### config.mk
export PLATFORM = sky130hd
export DESIGN_NAME = tga_truecolor_rle_decoder
export DESIGN_NICKNAME = d
export VERILOG_FILES = /design/src/design/tga_rle_pkg.sv /design/src/design/tga_rle_front.sv /design/src/design/tga_rle_queue.sv /design/src/design/tga_rle_back.sv /design/src/design/tga_truecolor_rle_decoder.sv
export SDC_FILE = /design/constraint.sdc
export NUM_CORES = 2
export LEC_CHECK = 0
export BUFFER_PORTS_ARGS = -buffer_cell sky130_fd_sc_hd__buf_4
export CAP_MARGIN = 20
export CORE_ASPECT_RATIO = 0.75
export CORE_UTILIZATION = 24
export CTS_CLUSTER_SIZE = 30
export DETAILED_ROUTE_END_ITERATION = 8
export PLACE_DENSITY = 0.47
export SYNTH_ARGS = -nofsm -noshare
export SYNTH_HDL_FRONTEND = slang
export SYNTH_SLANG_ARGS = --single-unit
### constraint.sdc
create_clock -name clk -period 17.8 [get_ports clk]
set_input_delay 0 -clock clk [delete_from_list [all_inputs] [get_ports clk]]
set_output_delay 0 -clock clk [all_outputs]
set_load 0.005 [all_outputs]
### src/design/tga_rle_pkg.sv
// ============================================================================
// tga_rle_pkg
// Types and codes shared by the truecolor TGA run decoder modules.
// ============================================================================
`default_nettype none

package tga_rle_pkg;

  // result kinds
  localparam logic [1:0] KIND_RUN    = 2'd0;
  localparam logic [1:0] KIND_DONE   = 2'd1;
  localparam logic [1:0] KIND_REJECT = 2'd2;

  // report status codes
  localparam logic [2:0] ST_OK        = 3'd0;
  localparam logic [2:0] ST_SHORT     = 3'd1;
  localparam logic [2:0] ST_ZERO_SIZE = 3'd2;
  localparam logic [2:0] ST_BAD_DEPTH = 3'd3;
  localparam logic [2:0] ST_BAD_TYPE  = 3'd4;
  localparam logic [2:0] ST_NO_PIXELS = 3'd5;
  localparam logic [2:0] ST_RAW_TRUNC = 3'd6;

  // default depth of the record queue between front and back
  localparam int QUEUE_DEPTH_DEF = 4;

  // one input transaction
  typedef struct packed {
    logic [7:0] byte_value;
    logic       last_byte;
  } tga_rle_in_t;

  // one result transaction
  typedef struct packed {
    logic [1:0]  kind;
    logic [2:0]  status;
    logic [7:0]  red;
    logic [7:0]  green;
    logic [7:0]  blue;
    logic [7:0]  alpha;
    logic [7:0]  run_length;
    logic [31:0] start_index;
    logic        top_origin;
    logic [15:0] image_width;
    logic [15:0] image_height;
  } tga_rle_out_t;

  // work record for one byte: an optional run and an optional end report
  typedef struct packed {
    logic        has_run;
    logic        has_rep;
    logic [7:0]  red;
    logic [7:0]  green;
    logic [7:0]  blue;
    logic [7:0]  alpha;
    logic [7:0]  run_len;
    logic [31:0] run_start;
    logic [2:0]  rep_status;
    logic [31:0] rep_start;
    logic        top_origin;
    logic [15:0] image_width;
    logic [15:0] image_height;
  } tga_rle_rec_t;

endpackage

`default_nettype wire

### src/design/tga_rle_front.sv
// ============================================================================
// tga_rle_front
// Byte parser: header fields, ID skip, raw and RLE pixel gathering; builds
// one work record per byte that yields a run and/or an end report.
// ============================================================================
`default_nettype none

module tga_rle_front (
  input  wire logic                     clk,
  input  wire logic                     rst_n,
  input  wire tga_rle_pkg::tga_rle_in_t in_data,
  input  wire logic                     accept,
  output tga_rle_pkg::tga_rle_rec_t     rec,
  output logic                          push
);
  import tga_rle_pkg::*;

  // parser phases
  localparam logic [2:0] PH_HEADER = 3'd0;
  localparam logic [2:0] PH_IDSKIP = 3'd1;
  localparam logic [2:0] PH_RAWPIX = 3'd2;
  localparam logic [2:0] PH_RLEHDR = 3'd3;
  localparam logic [2:0] PH_RLEPIX = 3'd4;
  localparam logic [2:0] PH_DRAIN  = 3'd5;

  // header byte positions
  localparam logic [4:0] HDR_ID_LEN    = 5'd0;
  localparam logic [4:0] HDR_IMG_TYPE  = 5'd2;
  localparam logic [4:0] HDR_WIDTH_LO  = 5'd12;
  localparam logic [4:0] HDR_WIDTH_HI  = 5'd13;
  localparam logic [4:0] HDR_HEIGHT_LO = 5'd14;
  localparam logic [4:0] HDR_HEIGHT_HI = 5'd15;
  localparam logic [4:0] HDR_DEPTH     = 5'd16;
  localparam logic [4:0] HDR_DESC      = 5'd17;

  localparam logic [7:0] TYPE_RAW     = 8'd2;
  localparam logic [7:0] TYPE_RLE     = 8'd10;
  localparam logic [7:0] BPP_24       = 8'd24;
  localparam logic [7:0] BPP_32       = 8'd32;
  localparam logic [7:0] ALPHA_OPAQUE = 8'hFF;
  localparam logic [1:0] BYTE_ALPHA   = 2'd3;

  logic [2:0]  phase_r,     phase_nxt;
  logic [4:0]  hdr_cnt_r,   hdr_cnt_nxt;
  logic [7:0]  id_rem_r,    id_rem_nxt;
  logic        is_rle_r,    is_rle_nxt;
  logic        has_alpha_r, has_alpha_nxt;
  logic [15:0] width_r,     width_nxt;
  logic [15:0] height_r,    height_nxt;
  logic        top_r,       top_nxt;
  logic [23:0] pix_r,       pix_nxt;
  logic [1:0]  bip_r,       bip_nxt;
  logic [7:0]  pkt_rem_r,   pkt_rem_nxt;
  logic        pkt_rep_r,   pkt_rep_nxt;
  logic [31:0] done_r,      done_nxt;
  logic [31:0] left_r,      left_nxt;
  logic [2:0]  err_r,       err_nxt;

  logic [7:0]  b;
  logic [23:0] pix_g;
  logic        g_done;
  logic [7:0]  alpha_g;
  logic [31:0] area;
  logic        run_v;
  logic [7:0]  run_len;
  logic [2:0]  status;
  logic [7:0]  rle_len;

  assign b    = in_data.byte_value;
  assign area = {16'b0, width_r} * {16'b0, height_r};

  // pixel byte gathering, stored as B,G,R from low to high
  always_comb begin
    pix_g   = pix_r;
    g_done  = 1'b0;
    alpha_g = ALPHA_OPAQUE;
    case (bip_r)
      2'd0: pix_g[7:0]   = b;
      2'd1: pix_g[15:8]  = b;
      2'd2: begin
        pix_g[23:16] = b;
        g_done       = !has_alpha_r;
      end
      default: begin
        alpha_g = b;
        g_done  = 1'b1;
      end
    endcase
  end

  // run length of a repeat packet, clipped to the pixels that remain
  assign rle_len = ({24'b0, pkt_rem_r} < left_r) ? pkt_rem_r : left_r[7:0];

  // next state per accepted byte
  always_comb begin
    phase_nxt     = phase_r;
    hdr_cnt_nxt   = hdr_cnt_r;
    id_rem_nxt    = id_rem_r;
    is_rle_nxt    = is_rle_r;
    has_alpha_nxt = has_alpha_r;
    width_nxt     = width_r;
    height_nxt    = height_r;
    top_nxt       = top_r;
    pix_nxt       = pix_r;
    bip_nxt       = bip_r;
    pkt_rem_nxt   = pkt_rem_r;
    pkt_rep_nxt   = pkt_rep_r;
    done_nxt      = done_r;
    left_nxt      = left_r;
    err_nxt       = err_r;
    run_v         = 1'b0;
    run_len       = 8'd1;

    unique case (phase_r)
      PH_HEADER: begin
        unique case (hdr_cnt_r)
          HDR_ID_LEN: id_rem_nxt = b;
          HDR_IMG_TYPE: begin
            is_rle_nxt = (b == TYPE_RLE);
            if (b != TYPE_RAW && b != TYPE_RLE) err_nxt = ST_BAD_TYPE;
          end
          HDR_WIDTH_LO:  width_nxt  = {8'b0, b};
          HDR_WIDTH_HI:  width_nxt  = {b, width_r[7:0]};
          HDR_HEIGHT_LO: height_nxt = {8'b0, b};
          HDR_HEIGHT_HI: begin
            height_nxt = {b, height_r[7:0]};
            if (width_r == 16'd0 || height_nxt == 16'd0) err_nxt = ST_ZERO_SIZE;
          end
          HDR_DEPTH: begin
            has_alpha_nxt = (b == BPP_32);
            if (b != BPP_24 && b != BPP_32 && err_r != ST_ZERO_SIZE)
              err_nxt = ST_BAD_DEPTH;
          end
          HDR_DESC: begin
            top_nxt  = b[5];
            left_nxt = area;
            if (err_r != ST_OK)        phase_nxt = PH_DRAIN;
            else if (id_rem_r != 8'd0) phase_nxt = PH_IDSKIP;
            else                       phase_nxt = is_rle_r ? PH_RLEHDR : PH_RAWPIX;
          end
          default: ;
        endcase
        if (hdr_cnt_r < HDR_DESC) hdr_cnt_nxt = hdr_cnt_r + 5'd1;
      end
      PH_IDSKIP: begin
        id_rem_nxt = id_rem_r - 8'd1;
        if (id_rem_nxt == 8'd0) phase_nxt = is_rle_r ? PH_RLEHDR : PH_RAWPIX;
      end
      PH_RAWPIX: begin
        if (g_done) begin
          run_v    = 1'b1;
          run_len  = 8'd1;
          done_nxt = done_r + 32'd1;
          left_nxt = left_r - 32'd1;
          pix_nxt  = 24'd0;
          bip_nxt  = 2'd0;
          if (left_nxt == 32'd0) phase_nxt = PH_DRAIN;
        end else begin
          pix_nxt = pix_g;
          bip_nxt = bip_r + 2'd1;
        end
      end
      PH_RLEHDR: begin
        pkt_rem_nxt = {1'b0, b[6:0]} + 8'd1;
        pkt_rep_nxt = b[7];
        phase_nxt   = PH_RLEPIX;
      end
      PH_RLEPIX: begin
        if (g_done) begin
          run_v = 1'b1;
          if (pkt_rep_r) begin
            run_len     = rle_len;
            pkt_rem_nxt = 8'd0;
          end else begin
            run_len     = 8'd1;
            pkt_rem_nxt = pkt_rem_r - 8'd1;
          end
          done_nxt = done_r + {24'b0, run_len};
          left_nxt = left_r - {24'b0, run_len};
          pix_nxt  = 24'd0;
          bip_nxt  = 2'd0;
          if (left_nxt == 32'd0)         phase_nxt = PH_DRAIN;
          else if (pkt_rem_nxt == 8'd0)  phase_nxt = PH_RLEHDR;
        end else begin
          pix_nxt = pix_g;
          bip_nxt = bip_r + 2'd1;
        end
      end
      default: ;
    endcase
  end

  // end report status, from the updated state
  always_comb begin
    status = ST_OK;
    if (phase_r == PH_HEADER && hdr_cnt_r < HDR_DESC)      status = ST_SHORT;
    else if (err_nxt != ST_OK)                             status = err_nxt;
    else if (phase_r == PH_HEADER || phase_r == PH_IDSKIP) status = ST_NO_PIXELS;
    else if (!is_rle_nxt && left_nxt != 32'd0)             status = ST_RAW_TRUNC;
  end

  // work record
  always_comb begin
    rec.has_run      = run_v;
    rec.has_rep      = in_data.last_byte;
    rec.red          = pix_g[23:16];
    rec.green        = pix_g[15:8];
    rec.blue         = pix_g[7:0];
    rec.alpha        = (bip_r == BYTE_ALPHA) ? alpha_g : ALPHA_OPAQUE;
    rec.run_len      = run_len;
    rec.run_start    = done_r;
    rec.rep_status   = status;
    rec.rep_start    = done_nxt;
    rec.top_origin   = top_nxt;
    rec.image_width  = width_nxt;
    rec.image_height = height_nxt;
  end

  assign push = accept && (run_v || in_data.last_byte);

  // state registers; the last byte returns the parser to its reset state
  always_ff @(posedge clk) begin
    if (!rst_n || (accept && in_data.last_byte)) begin
      phase_r     <= PH_HEADER;
      hdr_cnt_r   <= 5'd0;
      id_rem_r    <= 8'd0;
      is_rle_r    <= 1'b0;
      has_alpha_r <= 1'b0;
      width_r     <= 16'd0;
      height_r    <= 16'd0;
      top_r       <= 1'b0;
      pix_r       <= 24'd0;
      bip_r       <= 2'd0;
      pkt_rem_r   <= 8'd0;
      pkt_rep_r   <= 1'b0;
      done_r      <= 32'd0;
      left_r      <= 32'd0;
      err_r       <= ST_OK;
    end else if (accept) begin
      phase_r     <= phase_nxt;
      hdr_cnt_r   <= hdr_cnt_nxt;
      id_rem_r    <= id_rem_nxt;
      is_rle_r    <= is_rle_nxt;
      has_alpha_r <= has_alpha_nxt;
      width_r     <= width_nxt;
      height_r    <= height_nxt;
      top_r       <= top_nxt;
      pix_r       <= pix_nxt;
      bip_r       <= bip_nxt;
      pkt_rem_r   <= pkt_rem_nxt;
      pkt_rep_r   <= pkt_rep_nxt;
      done_r      <= done_nxt;
      left_r      <= left_nxt;
      err_r       <= err_nxt;
    end
  end

endmodule

`default_nettype wire

### src/design/tga_rle_queue.sv
// ============================================================================
// tga_rle_queue
// Small register queue of work records between the parser and the emitter.
// ============================================================================
`default_nettype none

module tga_rle_queue #(
  parameter int DEPTH = tga_rle_pkg::QUEUE_DEPTH_DEF
) (
  input  wire logic                      clk,
  input  wire logic                      rst_n,
  input  wire logic                      push,
  input  wire tga_rle_pkg::tga_rle_rec_t push_data,
  output logic                           full,
  input  wire logic                      pop,
  output tga_rle_pkg::tga_rle_rec_t      head,
  output logic                           head_valid
);
  import tga_rle_pkg::*;

  localparam int PTR_W = $clog2(DEPTH);
  localparam int CNT_W = $clog2(DEPTH + 1);

  tga_rle_rec_t     mem_r [DEPTH];
  logic [PTR_W-1:0] wr_ptr_r, wr_ptr_nxt;
  logic [PTR_W-1:0] rd_ptr_r, rd_ptr_nxt;
  logic [CNT_W-1:0] cnt_r,    cnt_nxt;
  logic             do_push;
  logic             do_pop;

  assign full       = (cnt_r == CNT_W'(DEPTH));
  assign head_valid = (cnt_r != '0);
  assign head       = mem_r[rd_ptr_r];
  assign do_push    = push && !full;
  assign do_pop     = pop && head_valid;

  // pointer and count update
  always_comb begin
    wr_ptr_nxt = wr_ptr_r;
    rd_ptr_nxt = rd_ptr_r;
    if (do_push) wr_ptr_nxt = (wr_ptr_r == PTR_W'(DEPTH - 1)) ? '0 : wr_ptr_r + 1'b1;
    if (do_pop)  rd_ptr_nxt = (rd_ptr_r == PTR_W'(DEPTH - 1)) ? '0 : rd_ptr_r + 1'b1;
    cnt_nxt = cnt_r;
    if (do_push && !do_pop)      cnt_nxt = cnt_r + 1'b1;
    else if (do_pop && !do_push) cnt_nxt = cnt_r - 1'b1;
  end

  always_ff @(posedge clk) begin
    if (!rst_n) begin
      wr_ptr_r <= '0;
      rd_ptr_r <= '0;
      cnt_r    <= '0;
    end else begin
      wr_ptr_r <= wr_ptr_nxt;
      rd_ptr_r <= rd_ptr_nxt;
      cnt_r    <= cnt_nxt;
    end
  end

  // record storage
  always_ff @(posedge clk) begin
    if (do_push) mem_r[wr_ptr_r] <= push_data;
  end

endmodule

`default_nettype wire

### src/design/tga_rle_back.sv
// ============================================================================
// tga_rle_back
// Emitter: turns queued work records into result transactions, run first and
// end report second, through a registered output stage.
// ============================================================================
`default_nettype none

module tga_rle_back (
  input  wire logic                      clk,
  input  wire logic                      rst_n,
  input  wire tga_rle_pkg::tga_rle_rec_t head,
  input  wire logic                      head_valid,
  output logic                           pop,
  output logic                           out_valid,
  input  wire logic                      out_ready,
  output tga_rle_pkg::tga_rle_out_t      out_data
);
  import tga_rle_pkg::*;

  logic         out_valid_r, out_valid_nxt;
  logic         sel_r,       sel_nxt;
  tga_rle_out_t out_data_r;
  tga_rle_out_t item;
  logic         take;
  logic         first;
  logic         rec_end;

  assign take    = head_valid && (!out_valid_r || out_ready);
  assign first   = head.has_run && !sel_r;
  assign rec_end = !first || !head.has_rep;
  assign pop     = take && rec_end;

  // pick the run or the report out of the head record
  always_comb begin
    item.top_origin   = head.top_origin;
    item.image_width  = head.image_width;
    item.image_height = head.image_height;
    if (first) begin
      item.kind        = KIND_RUN;
      item.status      = ST_OK;
      item.red         = head.red;
      item.green       = head.green;
      item.blue        = head.blue;
      item.alpha       = head.alpha;
      item.run_length  = head.run_len;
      item.start_index = head.run_start;
    end else begin
      item.kind        = (head.rep_status != ST_OK) ? KIND_REJECT : KIND_DONE;
      item.status      = head.rep_status;
      item.red         = 8'd0;
      item.green       = 8'd0;
      item.blue        = 8'd0;
      item.alpha       = 8'd0;
      item.run_length  = 8'd0;
      item.start_index = head.rep_start;
    end
  end

  // output stage control
  always_comb begin
    out_valid_nxt = out_valid_r;
    sel_nxt       = sel_r;
    if (take) begin
      out_valid_nxt = 1'b1;
      sel_nxt       = !rec_end;
    end else if (out_ready) begin
      out_valid_nxt = 1'b0;
    end
  end

  always_ff @(posedge clk) begin
    if (!rst_n) begin
      out_valid_r <= 1'b0;
      sel_r       <= 1'b0;
    end else begin
      out_valid_r <= out_valid_nxt;
      sel_r       <= sel_nxt;
    end
  end

  always_ff @(posedge clk) begin
    if (take) out_data_r <= item;
  end

  assign out_valid = out_valid_r;
  assign out_data  = out_data_r;

endmodule

`default_nettype wire

### src/design/tga_truecolor_rle_decoder.sv
// ============================================================================
// tga_truecolor_rle_decoder
// Streaming TGA decoder for raw and RLE truecolor files, 24 or 32 bpp, that
// delivers RGBA pixel runs and one end report per file.
// ============================================================================
//
// channel   direction  handshake              payload
// in_*      input      in_valid / in_ready    tga_rle_in_t  (one file byte)
// out_*     output     out_valid / out_ready  tga_rle_out_t (run or report)
//
// One byte is accepted per cycle while the record queue has room.
// An accepted byte's record passes through the queue register and then the
// output register. A byte that ends a run and the file yields two results,
// a run and then a report; the QUEUE_DEPTH record queue absorbs that.
// Synchronous active-low reset clears parser, queue and output valid.
// Either side may stall; the queue lets the parser and the emitter wait apart.
//
`default_nettype none

module tga_truecolor_rle_decoder #(
  parameter int QUEUE_DEPTH = tga_rle_pkg::QUEUE_DEPTH_DEF
) (
  input  wire logic                      clk,
  input  wire logic                      rst_n,
  input  wire logic                      in_valid,
  output logic                           in_ready,
  input  wire tga_rle_pkg::tga_rle_in_t  in_data,
  output logic                           out_valid,
  input  wire logic                      out_ready,
  output tga_rle_pkg::tga_rle_out_t      out_data
);
  import tga_rle_pkg::*;

  tga_rle_rec_t rec;
  tga_rle_rec_t head;
  logic         push;
  logic         full;
  logic         pop;
  logic         head_valid;
  logic         accept;

  assign in_ready = !full;
  assign accept   = in_valid && in_ready;

  // byte parser
  tga_rle_front u_front (
    .clk     (clk),
    .rst_n   (rst_n),
    .in_data (in_data),
    .accept  (accept),
    .rec     (rec),
    .push    (push)
  );

  // record queue
  tga_rle_queue #(
    .DEPTH (QUEUE_DEPTH)
  ) u_queue (
    .clk        (clk),
    .rst_n      (rst_n),
    .push       (push),
    .push_data  (rec),
    .full       (full),
    .pop        (pop),
    .head       (head),
    .head_valid (head_valid)
  );

  // result emitter
  tga_rle_back u_back (
    .clk        (clk),
    .rst_n      (rst_n),
    .head       (head),
    .head_valid (head_valid),
    .pop        (pop),
    .out_valid  (out_valid),
    .out_ready  (out_ready),
    .out_data   (out_data)
  );

  // records are only built from accepted bytes
  a_push_on_accept: assert property (@(posedge clk) disable iff (!rst_n)
    push |-> accept)
    else $error("record pushed without an accepted byte");

  // every pushed record carries at least one result
  a_rec_not_empty: assert property (@(posedge clk) disable iff (!rst_n)
    push |-> (rec.has_run || rec.has_rep))
    else $error("empty record pushed");

  // run lengths stay within one RLE packet
  a_run_len_range: assert property (@(posedge clk) disable iff (!rst_n)
    (push && rec.has_run) |-> (rec.run_len != 8'd0 && rec.run_len <= 8'd128))
    else $error("run length out of range");

  // a popped record leaves its last result in the output register
  a_pop_shows: assert property (@(posedge clk) disable iff (!rst_n)
    pop |=> out_valid)
    else $error("record popped without a result on the output");

endmodule

`default_nettype wire
==> out/summary.txt <==
Status: complete, no violations
Drt total wl: 129000 um
Clock period minus worst slack: 7900 ps
DIE HEIGHT: 381 um
CP max FO: 19
Max stage delay on crit path: 880 ps
MaxCap Viol Count: 0
Buffer count from post-CTS setup fixing: 0
Final ANT Viol Nets: 0
GR peak layer: met2
Via count: 29810
Share of layout cells above drive strength 1: 0.154
Final setup violation count: 0
Critical-path top delay cell: dfxtp_1
CP startpoint kind: flip-flop
DR pass1 iterations: 6
DRC Markers: 0
Die area: 0.193 mm2
Syn Nets: 4085
Synthesized flop and latch total: 842
Area delta synth->final: 14.9%
M2 GR Usage: 0.204
Vias/cell: 4.68
Initial antenna violation count: 5
WP data required: 18200 ps
Total CTS buffers: 96
# IOs: 125
Met1 usage: 0.196
GRT met3 Usage: 0.0210
Critical path buffers and inverters: 5
Top_reg_cell synth: edfxtp_1
H-tree levels: 3
Pwr dens: 113 mW/mm2
Clock Latency Late Sink: 740 ps
WL per Instance: 20.3 um
Worst Hold Class: in2reg
Register area: 0.0237 mm2
Row count: 138
Final Net Count: 4121
Global route overflow: 0
Port-buffer cells: 124
Number of enable flip-flop cells after synthesis: 678
CP Class: reg2reg
Number of global-route vias before repair: 30320
Slew margin rel.: 0.121
Core box area: 0.189 mm2
Syn Inst Count: 3728
Final Hold Vio Count: 0
Critical Path Most Common Cell: fa_1
Initial core utilization: 0.242
Actual slew at the worst max-slew pin: 1310 ps
Clock Root Buffer: clkbuf_16
Critical Path Sink Type: flip-flop
Final cell count without fillers: 6367
Largest delay share family, worst path: adder cells
Worst vdd ir: 0.104 mV
Initial DRC count: 2557
Die W: 507 um
Cells after DPL: 6173
Global-route wire length before repair: 198000 um
CTS tree: done
Synth unique cells: 107
Tcrit/Tclk final: 0.444
Fill cells: 19369
Final GP Congestion: 0.915
Worst R2R Setup Slack: 9900 ps
GRT Total Usage: 0.134
Clock-pin transition on the worst setup and hold timing paths: 60 ps
Setup Skew: 80.1 ps
Leakage: 18.8 nW
Area occupied by multi-input gates: 0.0203 mm2
Total chip power: 5.97 mW
RSZ-0062 raised after global routing: no
Sink Count: 842
Slew Viols, Final: 0
Sequential cell area fraction in the yosys report: 0.515
Ys async rst share: 0
FMAX: 127 MHz
Data arrival, critical path: 8300 ps
Pin count of the biggest net entering global routing: 103
Dpl hpwl: 88200 um
Setup TNS: 0 ps
Crit-path cells: nand2_1 > fa_1 > inv_1 > fa_1 > inv_1 > fa_1 > inv_1 > fa_1 > fa_1 > inv_1 > fa_1 > inv_1 > ha_1 > or3_1 > a21oi_1 > or3_1 > o21ai_1 > a21oi_1 > nor4_1 > a211oi_1 > nand4_1 > and4b_1 > and4_4 > o22ai_1
Clock buffer depth: 3
Post-Synthesis Mean Instance Area: 12.3 um2
Yosys warnings: 0
Mapped Area: 0.0459 mm2
[layer usage]
metal | share of wire | up-vias
met5 | 0.00010 | -
met4 | 0.020 | 2
met3 | 0.056 | 162
met2 | 0.44 | 939
met1 | 0.48 | 15207
li1 | - | 13500
[flip-flops by register name, indices dropped and copies added (netlist names), named ones only]
| signal | cells |
|---|---|
| u_front.is_rle_r | 1 |
| u_front.bip_r | 2 |
| u_front.err_r | 3 |
| u_back.out_valid | 1 |
| u_queue.wr_ptr_r | 2 |
| u_front.id_rem_r | 8 |
| u_queue.rd_ptr_r | 2 |
| u_front.left_r | 32 |
| u_front.top_r | 1 |
| u_front.hdr_cnt_r | 5 |
| u_queue.cnt_r | 3 |
| u_back.out_data | 110 |
| u_front.height_r | 16 |
| u_front.has_alpha_r | 1 |
| u_front.pkt_rem_r | 8 |
| u_front.pkt_rep_r | 1 |
| u_front.phase_r | 3 |
| u_front.pix_r | 24 |
| u_front.width_r | 16 |
| u_front.done_r | 32 |
| u_queue.mem_r | 568 |
| u_back.sel_r | 1 |
[cells in the mapped netlist (8+ instances only)]
| cell | n | share of area |
|---|---|---|
| buf_2 | 22 | 0.0024 |
| or3_1 | 15 | 0.0020 |
| o221ai_1 | 9 | 0.0017 |
| nand4_1 | 31 | 0.0042 |
| dfxtp_1 | 164 | 0.072 |
| ha_1 | 147 | 0.040 |
| and2_1 | 152 | 0.021 |
| o21ai_0 | 77 | 0.0084 |
| buf_1 | 24 | 0.0020 |
| inv_1 | 278 | 0.023 |
| and3_1 | 24 | 0.0033 |
| nand2_1 | 347 | 0.028 |
| a21oi_1 | 150 | 0.016 |
| a22oi_1 | 20 | 0.0033 |
| mux2_2 | 57 | 0.014 |
| o21a_1 | 8 | 0.0013 |
| a21o_1 | 26 | 0.0043 |
| clkbuf_1 | 195 | 0.016 |
| edfxtp_1 | 678 | 0.44 |
| a31oi_1 | 45 | 0.0061 |
| xor2_1 | 41 | 0.0078 |
| xnor2_1 | 86 | 0.016 |
| a211oi_1 | 32 | 0.0052 |
| nor3_1 | 77 | 0.0084 |
| nor2_1 | 238 | 0.019 |
| o22ai_1 | 14 | 0.0019 |
| mux2i_1 | 17 | 0.0037 |
| nand2b_1 | 22 | 0.0030 |
| fa_1 | 197 | 0.086 |
| nor4_1 | 26 | 0.0035 |
| o211ai_1 | 12 | 0.0020 |
| a22o_1 | 29 | 0.0055 |
| o21ai_1 | 11 | 0.0012 |
| nand3_1 | 62 | 0.0068 |
| or2_2 | 10 | 0.0014 |
| nor2b_1 | 57 | 0.0078 |
| mux4_2 | 142 | 0.070 |
[stage by stage]
| step | cell area [um2] | setup slack (ps) | util | hold slack (ps) |
|---|---|---|---|---|
| global route | 52700 | 9560 | 0.278 | 63.0 |
| global placement | 49400 | 10030 | 0.261 | 258 |
| finish | 52700 | 9900 | 0.278 | 85.7 |
| CTS | 52700 | 9990 | 0.278 | 24.7 |
| floorplan | 45900 | 9520 | - | 98.9 |
| detailed placement | 49500 | 10070 | 0.261 | 261 |
[where the power goes]
group          switching [mW]  internal [mW]  total (mW)
combinational           0.823          0.636        1.46
clock                   0.821           1.13        1.95
sequential              0.148           2.42        2.57
total                    1.79           4.18        5.97
[path summary, 6_finish.rpt]
kind	depth (start not counted)	start	to
worst max-delay path	24	u_front.height_r[7]$_SDFFE_PP0P_	u_queue.mem_r[0][66]$_DFFE_PP_
worst min register to register	2	u_front.top_r$_SDFFE_PP0P_	u_front.top_r$_SDFFE_PP0P_
worst max register to register	24	u_front.height_r[7]$_SDFFE_PP0P_	u_queue.mem_r[0][66]$_DFFE_PP_
worst min-delay path	2	in_data[0]	u_queue.mem_r[2][140]$_DFFE_PP_
[placed cells by master, fill, tap and decap left out, drive strengths merged, types with 27 or more instances in the layout]
cell type    n
mux4       142
inv        283
nand3       65
dfxtp      164
nand2      347
fa         197
nor2b       57
nand4       32
nor3        84
nor4        36
buf        172
xnor2       87
mux2        57
a21oi      153
nor2       243
a211oi      35
edfxtp     678
and2       158
clkbuf     132
ha         147
a21o        27
clkinv      35
a22o        29
xor2        41
o21ai       89
a31oi       45
[cell type report]
type                    instances  share of cell area
diodes                          1           0.0000475
clock inverters                48             0.00885
flip-flops and latches        842               0.449
inverters                     278              0.0198
repair buffers                185              0.0276
well taps                    2520              0.0598
multi-input cells            2361               0.385
clock buffers                 132              0.0504
[timing repair]
item                                   CTS  global route
endpoints found under the hold margin  163             0
gates resized for setup                  0             0
hold buffers                            13             0
[cell families (layout without fill, tap and decap cells)]
group                    after synthesis  count (layout)  synth area share
AO/OA/AOI/OAI                        530             530            0.0767
XOR/XNOR                             128             128            0.0246
adder cells (fa/ha/maj)              344             344             0.126
buffers and inverters                525             643            0.0442
flip-flops                           842             842             0.515
multiplexers                         216             216            0.0873
other                                  0               1                 0
AND/OR/NAND/NOR                     1143            1143             0.126
No activity file was read; power rests on OpenSTA's default activity.
